### src/rtl/tdr_ram.sv
// generic single write port ram with registered read
module tdr_ram #(
  parameter int WIDTH = 8,
  parameter int DEPTH = 16
) (
  input  logic                     clk,
  input  logic                     we,
  input  logic [$clog2(DEPTH)-1:0] waddr,
  input  logic [WIDTH-1:0]         wdata,
  input  logic                     re,
  input  logic [$clog2(DEPTH)-1:0] raddr,
  output logic [WIDTH-1:0]         rdata
);

  logic [WIDTH-1:0] mem [DEPTH];

  always_ff @(posedge clk) begin
    if (we) begin
      mem[waddr] <= wdata;
    end
    if (re) begin
      rdata <= mem[raddr];
    end
  end

endmodule

### config.mk
export PLATFORM = sky130hd
export DESIGN_NAME = tdr_ram
export DESIGN_NICKNAME = d
export VERILOG_FILES = /design/src/rtl/tdr_ram.sv
export SDC_FILE = /design/constraint.sdc
export NUM_CORES = 1
export LEC_CHECK = 0
export BUFFER_PORTS_ARGS = -buffer_cell sky130_fd_sc_hd__buf_2
export CORE_MARGIN = 1
export CORE_UTILIZATION = 40
export CTS_BUF_LIST = sky130_fd_sc_hd__clkbuf_4 sky130_fd_sc_hd__clkbuf_8
export DETAILED_ROUTE_END_ITERATION = 10
export GPL_TIMING_DRIVEN = 0
export HOLD_SLACK_MARGIN = 0.02
export PLACE_DENSITY_LB_ADDON = 0.25
export SLEW_MARGIN = 20
export SYNTH_ARGS = -nofsm -noshare
export SYNTH_HDL_FRONTEND = slang
export SYNTH_SLANG_ARGS = --single-unit
### constraint.sdc
create_clock -name clk -period 1.6 [get_ports clk]
set_input_delay 0.16 -clock clk [delete_from_list [all_inputs] [get_ports clk]]
set_output_delay 0.16 -clock clk [all_outputs]
set_load 0.1 [all_outputs]
# Word-level counts from Yosys, hierarchy flattened
# Memory sizes are Yosys's and may differ from the RTL's. A register that Yosys moved wholly into a read port is not among the register bits.
# Cells that the tools add are included.
[totals] output_inout_bits=8 regBits=0 mem_count=1 ram_bits=128 word_cells=3
[classes] mux=2
[memory_table] name="mem" words=16 width=8 read_ports=1 rd_clocked_by_memory_dff=1 wr=1 line="15" source="logic [WIDTH-1:0] mem [DEPTH];"
[ops] operator="1-bit 2-to-1 mux" count=2

# Longest topological paths before layout
[logic_depth] word_depth=2 mapped_depth=5 depth_no_buf=3

# Least setup slack after synthesis
# Ideal clock, no wire load.
[synth_path] kind="input -> register" startpoint="input port waddr[2]" endpoint="memory mem[0][0], enable pin" cell_stages=2 setup_time_ps=383 t_arrival_ps=1270 n_path_buf=0 slack_ps=-53 path_cell_list="or3b_2 > nor3_1"
[synth_rtl] item="start, declared" line="8" source="input logic [$clog2(DEPTH)-1:0] waddr,"
[synth_rtl] item="end, declared" line="15"
# No word-level cell before the write port.

==> metrics.yaml <==
route:
  ant_nets: 0
  routed_wl_um: 9990
  wl_met2_um: 4820
  detail_route.wl_per_cell_um: 21.9
  drc_errors: 0
  dr_wl_met3_um: 365
  drt_iter0_markers: 149
  route.vias.total: 2376
  first_pass_iters: 5
  top_layer: "met4"
  wl_met1_um: 4650
  via_per_inst: 5.20
clock_network:
  cts_hold_buf: 0
  clock_sinks: 136
  path_clk_slew_ns: 0.07
  cts_buffers: 17
  cts_htree_levels: 4
  cts_buffer_depth: 2
  ctsResizeCount: 1
  cts_tree: "yes"
  cts_root_buf: "clkbuf_8"
  cts_setup_buffers: 0
  clk_latency_ns: 0.42
synth:
  yosysSeqAreaShare_pct: 78.1
  syn_nets: 248
  synth.distinct_cells: 18
  syn-instance-count: 229
  ys_ff_latch: 136
  syn_avg_cell_area_sq_um: 22.8
  syn_area_sq_um: 5230
  ys.warnings.count: 0
placement:
  dp_hpwl_um: 6490
  placed_cells: 426
  finalWeightedCongestion: 0.689
  placed_area_sq_um: 5590
  port_buffers: 25
flow_run:
  maxCapViolCount: 0
floorplanning:
  start_util_pct: 41.3
  dieArea_sq_um: 13500
  die_h_um: 116
  rows: 41
  die_w_um: 116
  core_sq_um: 12700
  pin_count: 27
setup_path:
  crit_arrival_ns: 1.70
  start_kind: "flip-flop"
  end_kind: "flip-flop"
  crit_required_ns: 1.78
  worstSetupPathType: "flip-flop to flip-flop"
  critPathMaxFanout: 1
grt:
  grt_pass1_wl_um: 15000
  antenna_found_initial: 0
  grt_max_degree: 17
  grt_usage_pct: 16.6
  grt_pass1_vias: 2507
  globalRouteOverflowTotal: 0
timing:
  tightest_slew_ns: 0.844
  hold_viol: 0
  rsz0062_at_grt: "false"
  slew_violations: 0
  finalCriticalPeriod_ns: 1.53
  period_share_pct: 95.4
  fin_skew_ns: 0.00848
  setup_viol: 0
  maxSlewHeadroom_pct: 43.5
  max_freq_ghz: 0.655
power:
  power.leakage_nw: 1.94
  max-vdd-ir-drop_v: 0.000471
  p_per_area_nw_per_um2: 1200
layout:
  fin_util_pct: 47.1
  fin_nets: 292
  nFillCells: 1062
  drive_gt1_share_pct: 30.5
  final_common_cell: "edfxtp_1"
  finalNonFillerCells: 457
  layout_common_cells: "edfxtp_1 (136), buf_2 (28), mux4_2 (18)"
  synthToLayoutAreaGrowth_pct: 14.0
  final_area_sq_um: 5960
  diodes: 0
run_status:
  outcome: "complete, no violations"
hold_path:
  worstHoldPathType: "input pin to flip-flop"
logic make-up after synthesis:
family                 count (synthesis)  share of synthesized area, %
buffers and inverters                 10                          1.65
multiplexers                          32                          14.8
flip-flops                           136                          78.1
AND/OR/NAND/NOR                       35                          3.14
AO/OA/AOI/OAI                         16                          2.30
final timing paths:
check,from,end,slack [ns],depth (start not counted)
max,mem[5][2],rdata[2],0.07,3
min reg2reg,mem[15][7],rdata[7],0.77,3
min,re,rdata[4],0.1,1
max reg2reg,mem[5][2],rdata[2],0.07,3
cells in the mapped netlist:
| master | number | area share (%) |
|---|---|---|
| clkdlybuf4s25_2 | 3 | 0.57 |
| nor2b_1 | 1 | 0.12 |
| and2_1 | 1 | 0.12 |
| edfxtp_1 | 136 | 78 |
| nand3_1 | 1 | 0.096 |
| nand2_1 | 9 | 0.65 |
| mux4_2 | 18 | 7.8 |
| nand2b_1 | 2 | 0.24 |
| a22oi_1 | 16 | 2.3 |
| buf_4 | 1 | 0.14 |
| or3b_2 | 1 | 0.17 |
| nor3_1 | 4 | 0.38 |
| buf_2 | 3 | 0.29 |
| nand3b_1 | 2 | 0.29 |
| buf_6 | 3 | 0.65 |
| nor2_1 | 13 | 0.93 |
| and2b_1 | 1 | 0.14 |
| mux4_1 | 14 | 7.0 |
power breakdown:
group          internal (mW)  total (mW)  switching (mW)
sequential              4.01        4.03          0.0163
combinational          0.156       0.505           0.350
clock                   1.42        2.60            1.18
critical path, stage by stage (launching register included):
cell,delay (ns)
edfxtp_1,0.36
mux4_1,0.57
a22oi_1,0.26
nand2_1,0.09
metal layers:
metal / vias up / global-route usage, %
met3: 9 / 4.72
met4: 0 / 7.26
met5: - / 0
met2: 61 / 25.3
met1: 1239 / 22.3
li1: 1067 / -
area by class of cell:
cell class | instances | area [sq um] | area share, %
plain buffers | 10 | 86.3 | 1.45
well taps | 172 | 215 | 3.61
clock inverters | 10 | 105 | 1.76
clock buffers | 21 | 264 | 4.43
multi-input cells | 83 | 1080 | 18.2
flip-flops and latches | 136 | 4080 | 68.5
repair buffers | 25 | 125 | 2.10
registers in the layout, indices dropped and copies added (netlist names):
signal and cells:
mem 128, rdata 8
through the flow:
step	hold slack [ns]	setup TNS [ns]	setup slack, ns	power, mW
floorplan	0.259	0	0.158	4.43
global placement	0.531	-16.92	-0.376	4.60
detailed placement	0.537	-9.64	-0.261	4.62
CTS	0.0776	0	0.0442	7.19
global route	0.0758	0	0.0125	7.37
finish	0.0990	0	0.0734	7.14
Power figures use the tool's default switching activity.
