### config.mk
export PLATFORM = sky130hd
export DESIGN_NAME = tdr_walk_flat
export DESIGN_NICKNAME = d
export VERILOG_FILES = /design/src/rtl/tdr_pkg.sv /design/src/rtl/tdr_if.sv /design/src/rtl/tdr_walk.sv /design/src/flat_wrapper.sv
export SDC_FILE = /design/constraint.sdc
export NUM_CORES = 1
export LEC_CHECK = 0
export BUFFER_PORTS_ARGS = -buffer_cell sky130_fd_sc_hd__buf_2
export CAP_MARGIN = 5
export CORE_MARGIN = 2
export CORE_UTILIZATION = 52
export CTS_BUF_LIST = sky130_fd_sc_hd__clkbuf_8 sky130_fd_sc_hd__clkbuf_16
export DETAILED_ROUTE_END_ITERATION = 8
export GPL_TIMING_DRIVEN = 0
export PLACE_DENSITY = 0.78
export RECOVER_POWER = 25
export SYNTH_ARGS = -nofsm -noshare
export SYNTH_HDL_FRONTEND = slang
export SYNTH_SLANG_ARGS = --single-unit
export TNS_END_PERCENT = 50
### constraint.sdc
create_clock -name clk -period 3.2 [get_ports clk]
set_clock_uncertainty 0.05 [all_clocks]
set_input_delay 0.16 -clock clk [delete_from_list [all_inputs] [get_ports clk]]
set_output_delay 0.16 -clock clk [all_outputs]
set_load 0.05 [all_outputs]
### src/rtl/tdr_pkg.sv
// shared types and constants of the task dependency release block
package tdr_pkg;

  localparam int CMD_W   = 2;
  localparam int ID_W    = 10;
  localparam int CLU_W   = 3;
  localparam int START_W = 12;
  localparam int CNT_W   = 7;
  localparam int KIND_W  = 4;
  localparam int IDX_W   = 12;

  typedef enum logic [CMD_W-1:0] {
    CMD_LOAD_TASK = 2'd0,
    CMD_LOAD_SUCC = 2'd1,
    CMD_DONE      = 2'd2,
    CMD_NONE      = 2'd3
  } cmd_t;

  typedef struct packed {
    logic [START_W-1:0] start;
    logic [CNT_W-1:0]   count;
    logic [KIND_W-1:0]  kind;
  } task_entry_t;

  typedef enum logic [2:0] {
    ST_IDLE,
    ST_TASK,
    ST_REDUCE,
    ST_LIST,
    ST_PEND
  } walk_state_t;

  // memory accesses requested by the walker
  typedef struct packed {
    logic task_rd;
    logic list_rd;
    logic pend_rd;
    logic pend_wr;
  } mem_req_t;

endpackage

### src/rtl/tdr_if.sv


interface tdr_res_if import tdr_pkg::*; ();
  logic              valid;
  logic              ready;
  logic [ID_W-1:0]   successor_task;
  logic              became_ready;
  logic [KIND_W-1:0] ready_kind;
  logic [CLU_W-1:0]  target_cluster;
  logic              last;

  modport source (
    output valid, successor_task, became_ready, ready_kind, target_cluster, last,
    input  ready
  );
  modport sink (
    input  valid, successor_task, became_ready, ready_kind, target_cluster, last,
    output ready
  );
endinterface

### src/rtl/tdr_walk.sv
// successor walk sequencer: start position reduce, list walk, count update, result register
module tdr_walk import tdr_pkg::*; #(
  parameter int TASK_SLOTS = 1024,
  parameter int LIST_DEPTH = 4096,
  parameter int CLUSTERS   = 8
) (
  input  logic                          clk,
  input  logic                          rst,
  input  logic                          start,
  input  logic [CLU_W-1:0]              cluster_in,
  input  task_entry_t                   task_q,
  input  logic [ID_W-1:0]               list_q,
  input  logic [CNT_W-1:0]              pend_q,
  output logic                          idle,
  output mem_req_t                      req,
  output logic [$clog2(LIST_DEPTH)-1:0] list_addr,
  output logic [$clog2(TASK_SLOTS)-1:0] ent_addr,
  output logic [CNT_W-1:0]              pend_wdata,
  tdr_res_if.source                     res
);

  localparam int LAW       = $clog2(LIST_DEPTH);
  localparam int TAW       = $clog2(TASK_SLOTS);
  localparam int CLU_STEPS = 1 << CLU_W;
  // reciprocal of the list depth, exact for every start value
  localparam int RED_D     = (LIST_DEPTH < (1 << START_W)) ? LIST_DEPTH : (1 << START_W);
  localparam int RED_S     = START_W + $clog2(RED_D);
  localparam int RED_M     = ((1 << RED_S) + RED_D - 1) / RED_D;

  walk_state_t        state, state_next;
  logic [LAW-1:0]     pos, pos_nx;
  logic [LAW:0]       pos_inc;
  logic [CNT_W-1:0]   left;
  logic [START_W-1:0] rem, rem_nx;
  logic [START_W-1:0] quo;
  logic [31:0]        quo_full;
  logic               step;
  logic [CLU_W-1:0]   clu, clu_r;
  logic [ID_W-1:0]    succ;
  logic               succ_ok, list_ok;
  logic               start_wrap, dec, rdy, out_load;
  logic               out_valid;

  // cluster id modulo cluster count, by repeated subtract on a narrow value
  always_comb begin
    clu_r = cluster_in;
    for (int i = 0; i < CLU_STEPS; i++) begin
      if (32'(clu_r) >= 32'(CLUSTERS)) begin
        clu_r = clu_r - CLU_W'(CLUSTERS);
      end
    end
  end

  // start modulo list depth: quotient by reciprocal multiply, then subtract
  always_comb begin
    quo_full = 32'(rem) * 32'(RED_M);
    rem_nx   = rem - START_W'(32'(quo) * 32'(RED_D));
  end

  always_comb begin
    pos_inc = {1'b0, pos} + (LAW+1)'(1);
    pos_nx  = (pos_inc == (LAW+1)'(LIST_DEPTH)) ? '0 : pos_inc[LAW-1:0];
  end

  assign start_wrap = 32'(task_q.start) >= 32'(LIST_DEPTH);
  assign list_ok    = 32'(list_q) < 32'(TASK_SLOTS);
  assign dec        = succ_ok && (pend_q != '0);
  assign rdy        = dec && (pend_q == CNT_W'(1));
  assign pend_wdata = pend_q - CNT_W'(1);
  assign idle       = (state == ST_IDLE);

  always_ff @(posedge clk) begin
    if (rst) begin
      state <= ST_IDLE;
    end else begin
      state <= state_next;
    end
  end

  always_comb begin
    state_next = state;
    req        = '0;
    list_addr  = pos;
    ent_addr   = TAW'(succ);
    out_load   = 1'b0;
    case (state)
      ST_IDLE: begin
        if (start) begin
          state_next = ST_TASK;
        end
      end
      ST_TASK: begin
        if (task_q.count == '0) begin
          state_next = ST_IDLE;
        end else if (start_wrap) begin
          state_next = ST_REDUCE;
        end else begin
          req.list_rd = 1'b1;
          list_addr   = LAW'(task_q.start);
          state_next  = ST_LIST;
        end
      end
      ST_REDUCE: begin
        if (step) begin
          req.list_rd = 1'b1;
          list_addr   = LAW'(rem_nx);
          state_next  = ST_LIST;
        end
      end
      ST_LIST: begin
        ent_addr = TAW'(list_q);
        if (list_ok) begin
          req.task_rd = 1'b1;
          req.pend_rd = 1'b1;
        end
        state_next = ST_PEND;
      end
      ST_PEND: begin
        if (!out_valid || res.ready) begin
          out_load    = 1'b1;
          req.pend_wr = dec;
          if (left == CNT_W'(1)) begin
            state_next = ST_IDLE;
          end else begin
            req.list_rd = 1'b1;
            list_addr   = pos_nx;
            state_next  = ST_LIST;
          end
        end
      end
      default: begin
        state_next = ST_IDLE;
      end
    endcase
  end

  // walk datapath
  always_ff @(posedge clk) begin
    case (state)
      ST_IDLE: begin
        if (start) begin
          clu <= clu_r;
        end
      end
      ST_TASK: begin
        left <= task_q.count;
        rem  <= task_q.start;
        step <= 1'b0;
        pos  <= LAW'(task_q.start);
      end
      ST_REDUCE: begin
        step <= 1'b1;
        if (!step) begin
          quo <= START_W'(quo_full >> RED_S);
        end else begin
          pos <= LAW'(rem_nx);
        end
      end
      ST_LIST: begin
        succ    <= list_q;
        succ_ok <= list_ok;
      end
      ST_PEND: begin
        if (out_load) begin
          left <= left - CNT_W'(1);
          pos  <= pos_nx;
        end
      end
      default: begin
      end
    endcase
  end

  // result register
  always_ff @(posedge clk) begin
    if (rst) begin
      out_valid <= 1'b0;
    end else if (out_load) begin
      out_valid <= 1'b1;
    end else if (res.ready) begin
      out_valid <= 1'b0;
    end
  end

  always_ff @(posedge clk) begin
    if (out_load) begin
      res.successor_task <= succ;
      res.became_ready   <= rdy;
      res.ready_kind     <= succ_ok ? task_q.kind : '0;
      res.target_cluster <= rdy ? clu : '0;
      res.last           <= (left == CNT_W'(1));
    end
  end

  assign res.valid = out_valid;

endmodule
### src/flat_wrapper.sv
// flat-port wrapper written by rule: the top's interface ports become plain ports
module tdr_walk_flat import tdr_pkg::*;
#(
  parameter int TASK_SLOTS = 1024,
  parameter int LIST_DEPTH = 4096,
  parameter int CLUSTERS   = 8
)
  (clk, rst, start, cluster_in, task_q, list_q, pend_q, idle, req, list_addr, ent_addr, pend_wdata, res_valid, res_successor_task, res_became_ready, res_ready_kind, res_target_cluster, res_last, res_ready);
  tdr_res_if res_i ();
  input  logic clk;
  input  logic rst;
  input  logic start;
  input  logic [CLU_W-1:0] cluster_in;
  input  task_entry_t task_q;
  input  logic [ID_W-1:0] list_q;
  input  logic [CNT_W-1:0] pend_q;
  output logic idle;
  output mem_req_t req;
  output logic [$clog2(LIST_DEPTH)-1:0] list_addr;
  output logic [$clog2(TASK_SLOTS)-1:0] ent_addr;
  output logic [CNT_W-1:0] pend_wdata;
  output wire logic [$bits(res_i.valid)-1:0] res_valid;
  output wire logic [$bits(res_i.successor_task)-1:0] res_successor_task;
  output wire logic [$bits(res_i.became_ready)-1:0] res_became_ready;
  output wire logic [$bits(res_i.ready_kind)-1:0] res_ready_kind;
  output wire logic [$bits(res_i.target_cluster)-1:0] res_target_cluster;
  output wire logic [$bits(res_i.last)-1:0] res_last;
  input wire logic [$bits(res_i.ready)-1:0] res_ready;
  assign res_valid = res_i.valid;
  assign res_successor_task = res_i.successor_task;
  assign res_became_ready = res_i.became_ready;
  assign res_ready_kind = res_i.ready_kind;
  assign res_target_cluster = res_i.target_cluster;
  assign res_last = res_i.last;
  assign res_i.ready = res_ready;
  tdr_walk #(.TASK_SLOTS(TASK_SLOTS), .LIST_DEPTH(LIST_DEPTH), .CLUSTERS(CLUSTERS)) u_core (.clk(clk), .rst(rst), .start(start), .cluster_in(cluster_in), .task_q(task_q), .list_q(list_q), .pend_q(pend_q), .idle(idle), .req(req), .list_addr(list_addr), .ent_addr(ent_addr), .pend_wdata(pend_wdata), .res(res_i));
endmodule
== After elaboration in Yosys (flattened, before gate mapping) ==
Cells that the tools add are included.
Storage, ports and cells
  register bits: 68
  input bits: 47
  output and inout bits: 54
  logic and storage cells: 71
Operators by class
  $add $sub $neg: 3
  equality and inequality tests: 11
  muxes and demuxes: 30
  reduce and logical (&&, ||, !) cells: 14
Operator list (number)
  $mux 12: 6
  $pmux 12 s3: 2
  $pmux 3 s5: 1
  $eq 7x1->1 const B: 2
  $pmux 7 s2: 1
  $sub 7x1->7 const B: 2
  $add 12x1->13 const B: 1
  $eq 13x13->1 const B: 1
  $mux 1: 11
  $mux 10: 1
  $mux 3: 3
  $logic_not 7->1: 1
  $mux 7: 1
  $reduce_bool 7->1: 1
  $eq 3x2->1 const B: 2
  $ne 2x1->1 const B: 3
  $reduce_and 2->1: 3
  $reduce_bool 2->1: 3
  $mux 2: 2
  $eq 3x1->1 const B: 1
  $eq 3x3->1 const B: 1
  $logic_not 3->1: 1
  $pmux 1 s3: 1
  $reduce_and 3->1: 1
  6 further kinds: 6

== Depth between registers and ports, before layout ==
  word-level depth: 6
  depth in mapped cells: 8
  mapped depth without buffers: 7

== Worst setup path after synthesis ==
No wires, ideal clock.
  path kind: flip-flop to output port
  start point: register u_core.left[0]
  end point: output list_addr[0]
  arrival: 2.283 ns
  data required time: 2.990 ns
  setup slack: 0.707 ns
  stages on the path, launching flop included: 6
  buffers on the path: 1
  cell sequence: edfxtp_1 ha_1 nor2b_1 a31o_1 buf_2 o311ai_1
Between the ends
  cells in the longest elaborated chain, start to end: 4
RTL lines
  from (decl): line tdr_walk.sv:33  | logic [CNT_W-1:0] left;
  from (signal assigned): line tdr_walk.sv:146  | left <= task_q.count;
  from (signal assigned): line tdr_walk.sv:165  | left <= left - CNT_W'(1);
  $eq 7x1->1: line tdr_walk.sv:122  | if (left == CNT_W'(1)) begin
  $mux 12: line tdr_walk.sv:122
  $mux 12: line tdr_walk.sv:119  | if (!out_valid || res.ready) begin
  $pmux 12 s3: line tdr_walk.sv:86  | case (state)
  to (decl): line flat_wrapper.sv:19  | output logic [$clog2(LIST_DEPTH)-1:0] list_addr;
Every way passes these cells.

== Final worst setup path ==
  start point: register u_core.state[1]
  end point: output list_addr[2]
Between the ends
  cells in the longest elaborated chain, start to end: 2
  elaborated cells on any way between the ends: 4
  those cells by class: eq/ne: 3; mux: 1
RTL lines
  from (decl): line tdr_walk.sv:30  | walk_state_t state, state_next;
  from (signal assigned): line tdr_walk.sv:76  | state <= state_next;
  $eq 3x3->1, or another cell as far along: line tdr_walk.sv:86
  $pmux 12 s3 (*): line tdr_walk.sv:86
Every way passes the cells marked *; elsewhere a longest branch is shown, timed or not.

==> results.sh <==
export IMPL_outcome="completed"
export IMPL_critical_path_class="register to output pin"
export IMPL_final_nets=579
export IMPL_p_per_area_mw_per_mm2=1070
export IMPL_cp_top_family="buffers and inverters"
export IMPL_synth_async_reset_ratio_pct=0
export IMPL_tritoncts="yes"
export IMPL_area_delta_synth_final_pct=27.2
export IMPL_worstPathCellList="buf_2 > nor2_4 > nand2_2 > inv_1 > nor2_2 > a21oi_1 > a2bb2oi_1 > buf_2"
export IMPL_cp_slowest_cell="inv_1"
export IMPL_mappedNetlistArea_mm2=0.00398
export IMPL_numPlacedInstances=585
export IMPL_setup_worst_path_start_class="register"
export IMPL_grt_max_degree=20
export IMPL_drive_above_1_share_pct=24.5
export IMPL_final_hold_viol_count=0
export IMPL_fill_cells=578
export IMPL_clock_latency_ns=0.37
export IMPL_rsz0062_at_grt="no"
export IMPL_routed_wl_mm=11.4
export IMPL_netlist_instances=386
export IMPL_drc=0
export IMPL_drt_vias_per_instance=5.95
export IMPL_endpoint_kind="output pin"
export IMPL_tightest_slew_ns=0.760
export IMPL_grt_remaining_overflow=0
export IMPL_required_ns=2.99
export IMPL_cp_common_cell="buf_2"
export IMPL_drt_pass1_iterations=6
export IMPL_fmax_mhz=338
export IMPL_cts_sinks=68
export IMPL_path_max_fanout=14
export IMPL_ys_flop_type="edfxtp_1"
export IMPL_ant_nets=0
export IMPL_syn_num_nets=439
export IMPL_final_cells=630
export IMPL_avgSynthCellArea_um2=10.3
export IMPL_yosys_register_bits=68
export IMPL_clk_pin_slew_ns=0.08
export IMPL_io_buffers=100
export IMPL_fp_dieW_um=91.5
export IMPL_grt_pass1_vias=3562
export IMPL_io_pins=101
export IMPL_dieArea_mm2=0.00837
export IMPL_path_buf_inv=3
export IMPL_antenna_cells=0
export IMPL_crit_arrival_ns=2.75
export IMPL_ir_worst_vdd_v=0.000774
export IMPL_maxCapViolations=0
export IMPL_wl_per_cell_um=18.0
export IMPL_drt_iter0_drc=359
export IMPL_ys_seq_area_share_pct=47.8
export IMPL_slew_headroom_pct=49.3
export IMPL_cts_inserted_buffers=9
export IMPL_p_leak_nw=2.05
export IMPL_start_util_pct=54.3
export IMPL_ys_warn_count=0
export IMPL_vias=3750
export IMPL_ctsHtreeMaxLevel=3
export IMPL_tns_ns=0
export IMPL_cts_path_max_buffers=2
export IMPL_ys_types=56
export IMPL_track_usage_pct=26.9
export IMPL_max_stage_delay_ns=0.62
export IMPL_dp_hpwl_mm=7.56
export IMPL_gp_congestion=0.875
export IMPL_finalSetupViolations=0
export IMPL_period_share_pct=92.5
export IMPL_detailedPlace_worstSlack_ns=0.0581
export IMPL_slew_violations=0
export IMPL_synth_edf_count=54
export IMPL_die_h_um=91.5
export IMPL_fp_row_count=31
export IMPL_setup_ws_ns=0.241
export IMPL_coreArea_mm2=0.00733
export IMPL_grt_pass1_wl_mm=17.6
export IMPL_hold_path_class="input port to register"
export IMPL_antenna_found_initial=0
export IMPL_root_buffer="clkbuf_8"
export IMPL_min_period_ns=2.96
cell usage after synthesis, drive strengths merged, types with 3 or more instances:
| master | instances | area share [%] |
|---|---|---|
| and2 | 5 | 0.79 |
| mux2i | 11 | 2.8 |
| o31ai | 6 | 1.1 |
| clkbuf | 5 | 0.47 |
| inv | 16 | 1.5 |
| edfxtp | 54 | 41 |
| xor2 | 8 | 1.8 |
| nand2b | 4 | 0.69 |
| dfxtp | 14 | 7.0 |
| nand2 | 36 | 3.5 |
| o21ai | 18 | 2.3 |
| nor2b | 4 | 0.63 |
| a21oi | 38 | 5.1 |
| mux2 | 11 | 3.1 |
| nor2 | 27 | 2.7 |
| o21a | 5 | 0.94 |
| nand3 | 5 | 0.63 |
| o2bb2a | 5 | 1.4 |
| o32ai | 6 | 2.1 |
| o221a | 3 | 0.85 |
| buf | 19 | 2.9 |
| a21boi | 7 | 1.5 |
| and3 | 14 | 2.2 |
| ha | 6 | 1.9 |
| o221ai | 3 | 0.66 |
| a211oi | 3 | 0.94 |
| nor3 | 13 | 1.6 |
| or3 | 3 | 0.47 |
| xnor2 | 8 | 1.8 |
| o22ai | 6 | 0.94 |
per-stage QoR:
step	area, um^2	power [mW]	hold WS (ns)	utilization (%)
after floorplan	3980	3.87	0.179	-
after global placement	4600	4.54	0.287	62.8
after detailed placement	4600	4.61	0.288	62.8
after CTS	5080	5.35	0.00185	69.3
after global routing	5060	5.68	0.0174	69.1
final	5060	5.44	0.00235	69.1
layout by cell type, fill, tap and decap left out, drive strengths merged, types with 13 or more instances in the layout:
cell type and n:
a21oi 38, and3 14, buf 93, clkbuf 42, dfxtp 14, dlygate4sd3 28, edfxtp 54, inv 20
nand2 36, nor2 27, nor3 13, o21ai 18
flip-flops by register name, summed over array words and instances, names as in the netlist:
| register | count |
|---|---|
| u_core.clu | 3 |
| u_core.left | 7 |
| u_core.pos | 12 |
| u_core.rem | 12 |
| u_core.res.became_ready | 1 |
| u_core.res.last | 1 |
| u_core.res.ready_kind | 4 |
| u_core.res.successor_task | 10 |
| u_core.res.target_cluster | 3 |
| u_core.res.valid | 1 |
| u_core.state | 3 |
| u_core.step | 1 |
| u_core.succ | 10 |
layout make-up:
class                   instances  area, um^2  share of cell area [%]
inverters                      16        60.1                    1.19
plain buffers                  24         135                    2.67
clock inverters                 6        51.3                    1.01
multi-input cells             278        1890                    37.3
repair buffers                129         754                    14.9
flip-flops and latches         68        1900                    37.6
well taps                      99         124                    2.45
clock buffers                  10         149                    2.94
path summary, 6_finish.rpt:
path | end | slack (ns) | start | cells past startpoint
hold / removal | u_core.succ[5] | 0.002 | list_q[5] | 2
setup / recovery | list_addr[2] | 0.24 | u_core.state[1] | 8
hold reg to reg | u_core.res.successor_task[7] | 0.38 | u_core.succ[7] | 0
setup reg to reg | u_core.pos[9] | 0.40 | u_core.state[1] | 7
layer usage:
layer,wire (um),GRT usage (%),vias to the layer above
met1,4590,33.8,1766
met4,245,11.5,0
met3,987,5.23,33
li1,-,-,1719
met2,5540,45.2,232
met5,0,0,-
logic make-up (layout without fill, tap and decap cells):
| family | count (synthesis) | after routing | synth area share [%] |
|---|---|---|---|
| AO/OA/AOI/OAI | 117 | 117 | 21.3 |
| XOR/XNOR | 16 | 16 | 3.52 |
| buffers and inverters | 40 | 185 | 4.91 |
| adder cells (fa/ha/maj) | 6 | 6 | 1.89 |
| AND/OR/NAND/NOR | 117 | 117 | 14.7 |
| flip-flops | 68 | 68 | 47.8 |
| multiplexers | 22 | 22 | 5.88 |
where the power goes:
| group | total (mW) | internal, mW | switching [mW] |
|---|---|---|---|
| Clock | 0.724 | 0.341 | 0.384 |
| Combinational | 3.14 | 0.913 | 2.23 |
| Sequential | 1.57 | 1.34 | 0.231 |
timing repair:
| action | CTS | global route |
|---|---|---|
| setup buffers | 0 | 0 |
| setup endpoints to repair | 0 | 6 |
| hold buffers | 28 | 0 |
| hold endpoints to repair | 31 | 0 |
| gates resized for setup | 0 | 2 |
Note: power is estimated with default switching activity, not from simulation.
